**src/rtl/lfc_pkg.sv**
```systemverilog
`timescale 1ns / 1ps
`default_nettype none

package lfc_pkg;

   localparam int unsigned CSR_INDEX_WIDTH = 3;

   localparam logic [CSR_INDEX_WIDTH-1:0] CSR_MAGIC_FIRST      = 3'd0;
   localparam logic [CSR_INDEX_WIDTH-1:0] CSR_MAGIC_SECOND     = 3'd1;
   localparam logic [CSR_INDEX_WIDTH-1:0] CSR_FORMAT_VERSION   = 3'd2;
   localparam logic [CSR_INDEX_WIDTH-1:0] CSR_MAX_FRAME_LENGTH = 3'd3;
   localparam logic [CSR_INDEX_WIDTH-1:0] CSR_CRC_SEED         = 3'd4;

   localparam logic [2:0] STATUS_OK        = 3'd0;
   localparam logic [2:0] STATUS_TRUNCATED = 3'd1;
   localparam logic [2:0] STATUS_HEADER    = 3'd2;
   localparam logic [2:0] STATUS_TOO_LONG  = 3'd3;
   localparam logic [2:0] STATUS_CRC       = 3'd4;

   localparam logic [8:0]  HDR_BYTES  = 9'd5;
   localparam logic [8:0]  CRC_BYTES  = 9'd2;
   localparam logic [8:0]  MIN_FRAME  = 9'd7;
   localparam logic [8:0]  COUNT_CAP  = 9'd263;
   localparam logic [15:0] CRC_POLY   = 16'h1021;

   typedef struct packed {
      logic [7:0] data_byte;
      logic       last_byte;
   } req_type;

   typedef struct packed {
      logic       frame_ok;
      logic [7:0] frame_type;
      logic [8:0] frame_length;
      logic [2:0] check_status;
   } rsp_type;

   typedef struct packed {
      logic [7:0]  magic_first;
      logic [7:0]  magic_second;
      logic [7:0]  format_version;
      logic [8:0]  max_frame_length;
      logic [15:0] crc_seed;
   } cfg_type;

   // Bytewise CRC16-CCITT update, MSB first, no reflection.
   function automatic logic [15:0] crc_byte(input logic [15:0] crc, input logic [7:0] b);
      logic [15:0] c;
      c = crc ^ {b, 8'h00};
      for (int k = 0; k < 8; k++) begin
         if (c[15]) begin
            c = {c[14:0], 1'b0} ^ CRC_POLY;
         end else begin
            c = {c[14:0], 1'b0};
         end
      end
      return c;
   endfunction

endpackage

`default_nettype wire

```
**src/rtl/log_frame_checker_core.sv**
```systemverilog
`timescale 1ns / 1ps
`default_nettype none

// Log frame checker. Feed the buffer one byte per request, byte zero first,
// and set last_byte on the final byte. The block parses the frame at the
// head of the buffer (two magic bytes, version, type, payload length,
// payload, CRC16-CCITT low byte first) and returns one response per buffer,
// from the response register in the cycle after the request carrying
// last_byte is taken. The header compare and the bytewise CRC update are
// combinational between the frame state registers and the response
// register, so a new byte is taken every cycle while rsp_ready is high or
// the response register is empty. A response that waits on rsp_ready holds
// req_ready low until it is taken, so the byte stream pauses behind it.
// Program the CSRs only while idle; csr_ready is always high and writes to
// unknown indexes are dropped.
module log_frame_checker_core (
   input  wire logic                                clock,
   input  wire logic                                reset,
   input  wire logic                                req_valid,
   output      logic                                req_ready,
   input  wire lfc_pkg::req_type                    req_payload,
   output      logic                                rsp_valid,
   input  wire logic                                rsp_ready,
   output lfc_pkg::rsp_type                         rsp_payload,
   input  wire logic                                csr_valid,
   output      logic                                csr_ready,
   input  wire logic [lfc_pkg::CSR_INDEX_WIDTH-1:0] csr_index,
   input  wire logic [15:0]                         csr_data
);

   lfc_pkg::cfg_type cfg;
   lfc_pkg::rsp_type result;
   lfc_pkg::rsp_type rsp_payload_ff;
   logic             rsp_valid_ff;
   logic             req_accept;

   // Take a request unless a finished response is stuck in the output register.
   assign req_ready  = !rsp_valid_ff || rsp_ready;
   assign req_accept = req_valid && req_ready;
   assign csr_ready  = 1'b1;

   lfc_cfg_regs u_cfg (
      .clock     (clock),
      .reset     (reset),
      .csr_write (csr_valid),
      .csr_index (csr_index),
      .csr_data  (csr_data),
      .cfg       (cfg)
   );

   lfc_frame_parser u_parser (
      .clock  (clock),
      .reset  (reset),
      .accept (req_accept),
      .req    (req_payload),
      .cfg    (cfg),
      .result (result)
   );

   // Load a response on the last byte; otherwise drop valid once taken.
   always_ff @(posedge clock) begin
      if (reset) begin
         rsp_valid_ff <= 1'b0;
      end else if (req_accept && req_payload.last_byte) begin
         rsp_valid_ff <= 1'b1;
      end else if (rsp_ready) begin
         rsp_valid_ff <= 1'b0;
      end
   end

   always_ff @(posedge clock) begin
      if (req_accept && req_payload.last_byte) begin
         rsp_payload_ff <= result;
      end
   end

   assign rsp_valid   = rsp_valid_ff;
   assign rsp_payload = rsp_payload_ff;

   a_last_gives_rsp: assert property (@(posedge clock) disable iff (reset)
      req_valid && req_ready && req_payload.last_byte |=> rsp_valid)
      else $error("last byte did not produce a response");

   a_mid_no_new_rsp: assert property (@(posedge clock) disable iff (reset)
      !rsp_valid && !(req_valid && req_ready && req_payload.last_byte) |=> !rsp_valid)
      else $error("response appeared without a last byte");

   a_ok_status: assert property (@(posedge clock) disable iff (reset)
      rsp_valid |-> (rsp_payload.frame_ok == (rsp_payload.check_status == lfc_pkg::STATUS_OK)))
      else $error("frame_ok disagrees with status");

   a_bad_zero: assert property (@(posedge clock) disable iff (reset)
      rsp_valid && !rsp_payload.frame_ok |->
         rsp_payload.frame_length == 9'd0 && rsp_payload.frame_type == 8'd0)
      else $error("invalid frame reports length or type");

   a_ok_length: assert property (@(posedge clock) disable iff (reset)
      rsp_valid && rsp_payload.frame_ok |-> rsp_payload.frame_length >= lfc_pkg::MIN_FRAME)
      else $error("valid frame shorter than minimum");

endmodule

`default_nettype wire

```
**src/rtl/lfc_cfg_regs.sv**
```systemverilog
`timescale 1ns / 1ps
`default_nettype none

module lfc_cfg_regs (
   input  wire logic                                clock,
   input  wire logic                                reset,
   input  wire logic                                csr_write,
   input  wire logic [lfc_pkg::CSR_INDEX_WIDTH-1:0] csr_index,
   input  wire logic [15:0]                         csr_data,
   output lfc_pkg::cfg_type                         cfg
);

   lfc_pkg::cfg_type cfg_ff;
   lfc_pkg::cfg_type cfg_in;

   always_comb begin
      cfg_in = cfg_ff;
      if (csr_write) begin
         unique case (csr_index)
            lfc_pkg::CSR_MAGIC_FIRST:      cfg_in.magic_first      = csr_data[7:0];
            lfc_pkg::CSR_MAGIC_SECOND:     cfg_in.magic_second     = csr_data[7:0];
            lfc_pkg::CSR_FORMAT_VERSION:   cfg_in.format_version   = csr_data[7:0];
            lfc_pkg::CSR_MAX_FRAME_LENGTH: cfg_in.max_frame_length = csr_data[8:0];
            lfc_pkg::CSR_CRC_SEED:         cfg_in.crc_seed         = csr_data;
            default:                       cfg_in = cfg_ff;
         endcase
      end
   end

   always_ff @(posedge clock) begin
      if (reset) begin
         cfg_ff.magic_first      <= 8'd0;
         cfg_ff.magic_second     <= 8'd0;
         cfg_ff.format_version   <= 8'd1;
         cfg_ff.max_frame_length <= 9'd64;
         cfg_ff.crc_seed         <= 16'hFFFF;
      end else begin
         cfg_ff <= cfg_in;
      end
   end

   assign cfg = cfg_ff;

endmodule

`default_nettype wire

```
**src/rtl/lfc_frame_parser.sv**
```systemverilog
`timescale 1ns / 1ps
`default_nettype none

module lfc_frame_parser (
   input  wire logic             clock,
   input  wire logic             reset,
   input  wire logic             accept,
   input  wire lfc_pkg::req_type req,
   input  wire lfc_pkg::cfg_type cfg,
   output lfc_pkg::rsp_type      result
);

   logic [8:0]  byte_count_ff, byte_count_in;
   logic        header_mismatch_ff, header_mismatch_in;
   logic [7:0]  record_type_ff, record_type_in;
   logic [7:0]  payload_size_ff, payload_size_in;
   logic [15:0] crc_running_ff, crc_running_in;
   logic [7:0]  crc_low_ff, crc_low_in;
   logic        crc_matched_ff, crc_matched_in;
   logic        frame_done_ff, frame_done_in;

   logic [8:0]  crc_pos;
   logic [8:0]  total;
   logic [2:0]  status;

   assign crc_pos = {1'b0, payload_size_ff} + lfc_pkg::HDR_BYTES;

   always_comb begin
      byte_count_in      = byte_count_ff;
      header_mismatch_in = header_mismatch_ff;
      record_type_in     = record_type_ff;
      payload_size_in    = payload_size_ff;
      crc_running_in     = crc_running_ff;
      crc_low_in         = crc_low_ff;
      crc_matched_in     = crc_matched_ff;
      frame_done_in      = frame_done_ff;

      if (!frame_done_ff) begin
         if (byte_count_ff == 9'd0) begin
            if (req.data_byte != cfg.magic_first) header_mismatch_in = 1'b1;
         end else if (byte_count_ff == 9'd1) begin
            if (req.data_byte != cfg.magic_second) header_mismatch_in = 1'b1;
         end else if (byte_count_ff == 9'd2) begin
            if (req.data_byte != cfg.format_version) header_mismatch_in = 1'b1;
            crc_running_in = lfc_pkg::crc_byte(cfg.crc_seed, req.data_byte);
         end else if (byte_count_ff == 9'd3) begin
            record_type_in = req.data_byte;
            crc_running_in = lfc_pkg::crc_byte(crc_running_ff, req.data_byte);
         end else if (byte_count_ff == 9'd4) begin
            payload_size_in = req.data_byte;
            crc_running_in  = lfc_pkg::crc_byte(crc_running_ff, req.data_byte);
         end else if (byte_count_ff < crc_pos) begin
            crc_running_in = lfc_pkg::crc_byte(crc_running_ff, req.data_byte);
         end else if (byte_count_ff == crc_pos) begin
            crc_low_in = req.data_byte;
         end else begin
            crc_matched_in = ({req.data_byte, crc_low_ff} == crc_running_ff);
            frame_done_in  = 1'b1;
         end
      end
      if (byte_count_ff < lfc_pkg::COUNT_CAP) byte_count_in = byte_count_ff + 9'd1;

      total = {1'b0, payload_size_in} + lfc_pkg::HDR_BYTES + lfc_pkg::CRC_BYTES;
      if (byte_count_in < lfc_pkg::MIN_FRAME)    status = lfc_pkg::STATUS_TRUNCATED;
      else if (header_mismatch_in)               status = lfc_pkg::STATUS_HEADER;
      else if (total > cfg.max_frame_length)     status = lfc_pkg::STATUS_TOO_LONG;
      else if (!frame_done_in)                   status = lfc_pkg::STATUS_TRUNCATED;
      else if (!crc_matched_in)                  status = lfc_pkg::STATUS_CRC;
      else                                       status = lfc_pkg::STATUS_OK;

      result.check_status = status;
      result.frame_ok     = (status == lfc_pkg::STATUS_OK);
      result.frame_type   = result.frame_ok ? record_type_in : 8'd0;
      result.frame_length = result.frame_ok ? total : 9'd0;
   end

   always_ff @(posedge clock) begin
      if (reset || (accept && req.last_byte)) begin
         byte_count_ff      <= 9'd0;
         header_mismatch_ff <= 1'b0;
         record_type_ff     <= 8'd0;
         payload_size_ff    <= 8'd0;
         crc_running_ff     <= cfg.crc_seed;
         crc_low_ff         <= 8'd0;
         crc_matched_ff     <= 1'b0;
         frame_done_ff      <= 1'b0;
      end else if (accept) begin
         byte_count_ff      <= byte_count_in;
         header_mismatch_ff <= header_mismatch_in;
         record_type_ff     <= record_type_in;
         payload_size_ff    <= payload_size_in;
         crc_running_ff     <= crc_running_in;
         crc_low_ff         <= crc_low_in;
         crc_matched_ff     <= crc_matched_in;
         frame_done_ff      <= frame_done_in;
      end
   end

endmodule

`default_nettype wire

```
**config.mk**
```make
export PLATFORM = sky130hd
export DESIGN_NAME = log_frame_checker_core
export DESIGN_NICKNAME = d
export VERILOG_FILES = /design/src/rtl/lfc_pkg.sv /design/src/rtl/log_frame_checker_core.sv /design/src/rtl/lfc_cfg_regs.sv /design/src/rtl/lfc_frame_parser.sv
export SDC_FILE = /design/constraint.sdc
export NUM_CORES = 1
export LEC_CHECK = 0
export ABC_CLOCK_PERIOD_IN_PS = 5500
export BUFFER_PORTS_ARGS = -buffer_cell sky130_fd_sc_hd__clkbuf_2
export CAP_MARGIN = 30
export CORE_ASPECT_RATIO = 0.6
export CORE_MARGIN = 2
export CORE_UTILIZATION = 55
export CTS_BUF_LIST = sky130_fd_sc_hd__clkbuf_8
export CTS_CLUSTER_DIAMETER = 150
export DETAILED_ROUTE_END_ITERATION = 16
export MAX_ROUTING_LAYER = met4
export PLACE_DENSITY = 0.82
export SYNTH_ARGS = -nofsm -noshare
export SYNTH_HDL_FRONTEND = slang
export SYNTH_SLANG_ARGS = --single-unit
```
**constraint.sdc**
```tcl
create_clock -name clock -period 5.5 [get_ports clock]
set_input_delay 1.375 -clock clock [delete_from_list [all_inputs] [get_ports clock]]
set_output_delay 1.375 -clock clock [all_outputs]
set_load 0.02 [all_outputs]
```
==> results.md <==
• completed — outcome
• 32 — row count
• 28700 um — first-pass GRT wire length
• sky130_fd_sc_hd__clkbuf_8 — Root Buffer Master
• no — unrepaired setup endpoints after global routing
• 5750 — via total after detailed routing
• 803 — gate count of the mapped netlist
• 0.00713 mm^2 — post-synth design cell area
• 692 — First DRT Iteration DRCs
• 0 — final hold violation count
• 0.0139 mm^2 — die footprint
• 0.890 — routability congestion estimate
• 860 — net count of the mapped netlist
• 0 — number of resized instances in the post-cts repair step
• yes — TritonCTS clock tree
• 53 — pin count of the biggest net entering global routing
• 0 — hold buffer count at cts
• 2 — number of cells on the worst hold path
• 0% — fraction of registers with async set/reset
• 56.0% — initial cell density of the core
• 4 — H-Tree Level Count
• 18 — cell count of the worst reg-to-reg path
• reg2reg — worst hold-check path type
• 8.88 um^2 — mean instance size in the synthesized netlist
• 0.227 GHz — Max Clock Freq
• sky130_fd_sc_hd__nand2_1 — leading cell type in the layout, fill and taps excluded
• 2220 uW — total power
• 17.4 um — average wire length per cell after detail routing
• 1.09 ns — slack of the worst reg-to-reg path
• 0.0127 mm^2 — Std-Cell Core Area
• 17 — number of buffers added by the clock tree synthesis step
• u_parser.byte_count_ff[0] — launch instance of the worst register-to-register path
• 890 — net count reported at finish
• 27.6% — combined global-route utilization of all metal layers
• 12400 um — placed wire-length estimate after detailed placement
• 17700 um — final WL
• sky130_fd_sc_hd__dfxtp_1 — leading register cell type out of synthesis
• 5.76 ns — data required time of the worst path
• 0.00303 uW — Leakage Power
• 0 — number of warning messages in the yosys log
• 55 — input/output buffers
• 34.2% — relative slew slack
• 37 — number of synthesized flops with an enable pin
• 66 — number of library cell types mapped by synthesis
• 0.0119 ns — worst clock skew on the final layout
• rsp_payload[10] — endpoint of the worst register-to-register path
• 0.163 mV — maximum vdd ir drop
• sky130_fd_sc_hd__nand2_1 (146), sky130_fd_sc_hd__dfxtp_1 (86), sky130_fd_sc_hd__xnor2_1 (74), sky130_fd_sc_hd__a21oi_1 (61) — top library cells by usage in the layout, fill and taps aside
• 0 — residual overflow from global routing
• 123 — number of clock sinks
• 0.44 ns — Skew-Pair Late Insertion Delay
• u_cfg.cfg[20] — launch instance of the worst min-delay path
• u_cfg.cfg[20] — end point of the worst hold path
• reg2reg — Critical Setup Path Class
• 19 — largest fanout on the critical path
• 0 — ANT cells
• 0.459 ns — worst hold slack after final layout
• flop — launching element type of the critical path
• 4.67 ns — data arrival time of the critical path
• 39.7% — part of the Yosys area used for sequential elements
• 5.66 — post-detailed-route via-to-cell ratio
• 14.1% — layout cell share with drive strength beyond 1
• 0 — Post-CTS Setup Repair Bufs
• 92.2 um — height of the chip
• 80.2% — ratio of final minimum period to clock period
• 0 — number of antenna violations at the first check in global routing
• 4.41 ns — clock period minus final worst setup slack
• 2 — maximum clock path buffer count
• 151 um — Die Wd
• 0 — number of endpoints failing setup at the final stage
• 0 — Max Cap Violations
• 9.17% — area added between synthesis and finish
• flop — kind of end point of the critical path
• 5307 — vias in the first global route
• 0.08 ns — post-CTS clock slew at the launch and capture registers of the worst setup and hold paths
• 0 ns — final sum of negative setup slack
• 123 — number of flip-flops and latches in the synthesized netlist
• 0 — number of pins exceeding their max-slew limit in the final report
• 57 — Boundary Pins
• 0 — final routed DRC violation total
• 5 — 1st-pass router iterations
• 0 — Post-DRT Antenna Nets
• 285 mW/mm^2 — power density relative to cell area
• 0.987 ns — slew at the pin closest to its max-slew limit
[where the power goes]
group          internal [uW]  total, uW  switching [uW]
sequential               975       1010            36.3
combinational            156        377             221
clock                    429        829             401
total                   1560       2220             658
[sequential cells by signal, summed over array words and instances, names as in the netlist]
name                         count
u_cfg.cfg                       49
rsp_payload                     21
u_parser.crc_running_ff         16
u_parser.byte_count_ff           9
u_parser.crc_low_ff              8
u_parser.payload_size_ff         8
u_parser.record_type_ff          8
rsp_valid                        1
u_parser.crc_matched_ff          1
u_parser.frame_done_ff           1
u_parser.header_mismatch_ff      1
[final cells by class]
class,count,area (um^2)
tap,170,213
fill,1082,4940
multi-input combinational,607,3930
clock buffer,19,262
inverter,23,86.3
clock inverter,13,144
timing repair buffer,61,320
sequential,123,2830
[synthesized netlist by cell type (2+ instances only)]
library cell	count	area (um^2)
sky130_fd_sc_hd__a211oi_1	5	37.5
sky130_fd_sc_hd__a21o_1	2	15.0
sky130_fd_sc_hd__a21oi_1	61	305
sky130_fd_sc_hd__a31oi_1	3	18.8
sky130_fd_sc_hd__and2_1	3	18.8
sky130_fd_sc_hd__and3_1	8	50.1
sky130_fd_sc_hd__buf_1	2	7.51
sky130_fd_sc_hd__buf_2	6	30.0
sky130_fd_sc_hd__buf_4	3	22.5
sky130_fd_sc_hd__buf_6	8	90.1
sky130_fd_sc_hd__clkbuf_1	28	105
sky130_fd_sc_hd__dfxtp_1	86	1720
sky130_fd_sc_hd__edfxtp_1	37	1110
sky130_fd_sc_hd__ha_1	24	300
sky130_fd_sc_hd__inv_1	23	86.3
sky130_fd_sc_hd__mux2i_1	33	330
sky130_fd_sc_hd__nand2_1	146	548
sky130_fd_sc_hd__nand3_1	10	50.1
sky130_fd_sc_hd__nand3b_1	18	135
sky130_fd_sc_hd__nand4_1	9	56.3
sky130_fd_sc_hd__nor2_1	55	206
sky130_fd_sc_hd__nor2b_1	3	18.8
sky130_fd_sc_hd__nor3_1	8	40.0
sky130_fd_sc_hd__nor3_2	9	90.1
sky130_fd_sc_hd__nor3b_1	7	52.6
sky130_fd_sc_hd__nor4_1	7	43.8
sky130_fd_sc_hd__o21a_1	3	22.5
sky130_fd_sc_hd__o21ai_0	41	205
sky130_fd_sc_hd__or2_2	4	25.0
sky130_fd_sc_hd__or3_1	3	18.8
sky130_fd_sc_hd__or4_1	2	15.0
sky130_fd_sc_hd__xnor2_1	74	648
sky130_fd_sc_hd__xor2_1	39	342
[critical path, cell delays in order (launching register included)]
cell                        delay (ns)
sky130_fd_sc_hd__dfxtp_1          0.50
sky130_fd_sc_hd__inv_1            0.15
sky130_fd_sc_hd__ha_1             0.30
sky130_fd_sc_hd__nor4bb_1         0.16
sky130_fd_sc_hd__nand3_1          0.20
sky130_fd_sc_hd__mux2i_1          0.36
sky130_fd_sc_hd__ha_1             0.30
sky130_fd_sc_hd__inv_1            0.07
sky130_fd_sc_hd__o21ai_0          0.19
sky130_fd_sc_hd__xnor2_1          0.14
sky130_fd_sc_hd__nor2_1           0.05
sky130_fd_sc_hd__a21oi_1          0.24
sky130_fd_sc_hd__ha_1             0.30
sky130_fd_sc_hd__a21oi_1          0.14
sky130_fd_sc_hd__o21ai_0          0.09
sky130_fd_sc_hd__nand2_1          0.08
sky130_fd_sc_hd__a31oi_1          0.14
sky130_fd_sc_hd__nand4bb_4        0.47
sky130_fd_sc_hd__nor3b_1          0.34
[logic make-up (layout without fill, tap and decap cells)]
| logic type | count (synthesis) | in the layout | synth area share [%] |
|---|---|---|---|
| DFF | 123 | 123 | 39.7 |
| AOI/OAI and AO/OA | 132 | 132 | 11.1 |
| xor gates and xnor gates | 113 | 113 | 13.9 |
| other | 1 | 1 | 0.0526 |
| adders and majority gates | 24 | 24 | 4.21 |
| buffers and inverters | 73 | 116 | 5.38 |
| and+or+nand+nor | 304 | 304 | 21.1 |
| muxes | 33 | 33 | 4.63 |
[through the flow]
| step | instance area [um^2] | cells | setup slack, ns | utilization (%) |
|---|---|---|---|---|
| floorplan | 7130 | 803 | 1.26 | - |
| global placement | 7380 | 984 | 1.03 | 58.0 |
| detailed placement | 7380 | 984 | 0.915 | 58.0 |
| CTS | 7790 | 1016 | 1.16 | 61.2 |
| global route | 7790 | 1016 | 0.650 | 61.2 |
| finish | 7790 | 1016 | 1.09 | 61.2 |
[worst max-delay path by stage]
stage	from	cells past startpoint	endpoint
final	u_parser.byte_count_ff[0]	18	rsp_payload[10]
after global routing	u_parser.byte_count_ff[0]	18	rsp_payload[11]
after CTS	u_parser.byte_count_ff[0]	18	rsp_payload[10]
after detailed placement	req_payload[1]	13	rsp_payload[12]
after global placement	req_payload[1]	13	rsp_payload[8]
after floorplan	rsp_ready	4	u_parser.crc_running_ff[0]
[metal layers]
| metal | part of all wire [%] | routed length, um | track usage (%) | vias up |
|---|---|---|---|---|
| met4 | 1.5 | 263 | 7.94 | 0 |
| met5 | 0 | 0 | - | - |
| met2 | 42 | 7330 | 38.4 | 254 |
| li1 | - | - | - | 2792 |
| met3 | 10 | 1770 | 7.26 | 27 |
| met1 | 47 | 8300 | 39.5 | 2677 |
Note: power is estimated with default switching activity, not from simulation.
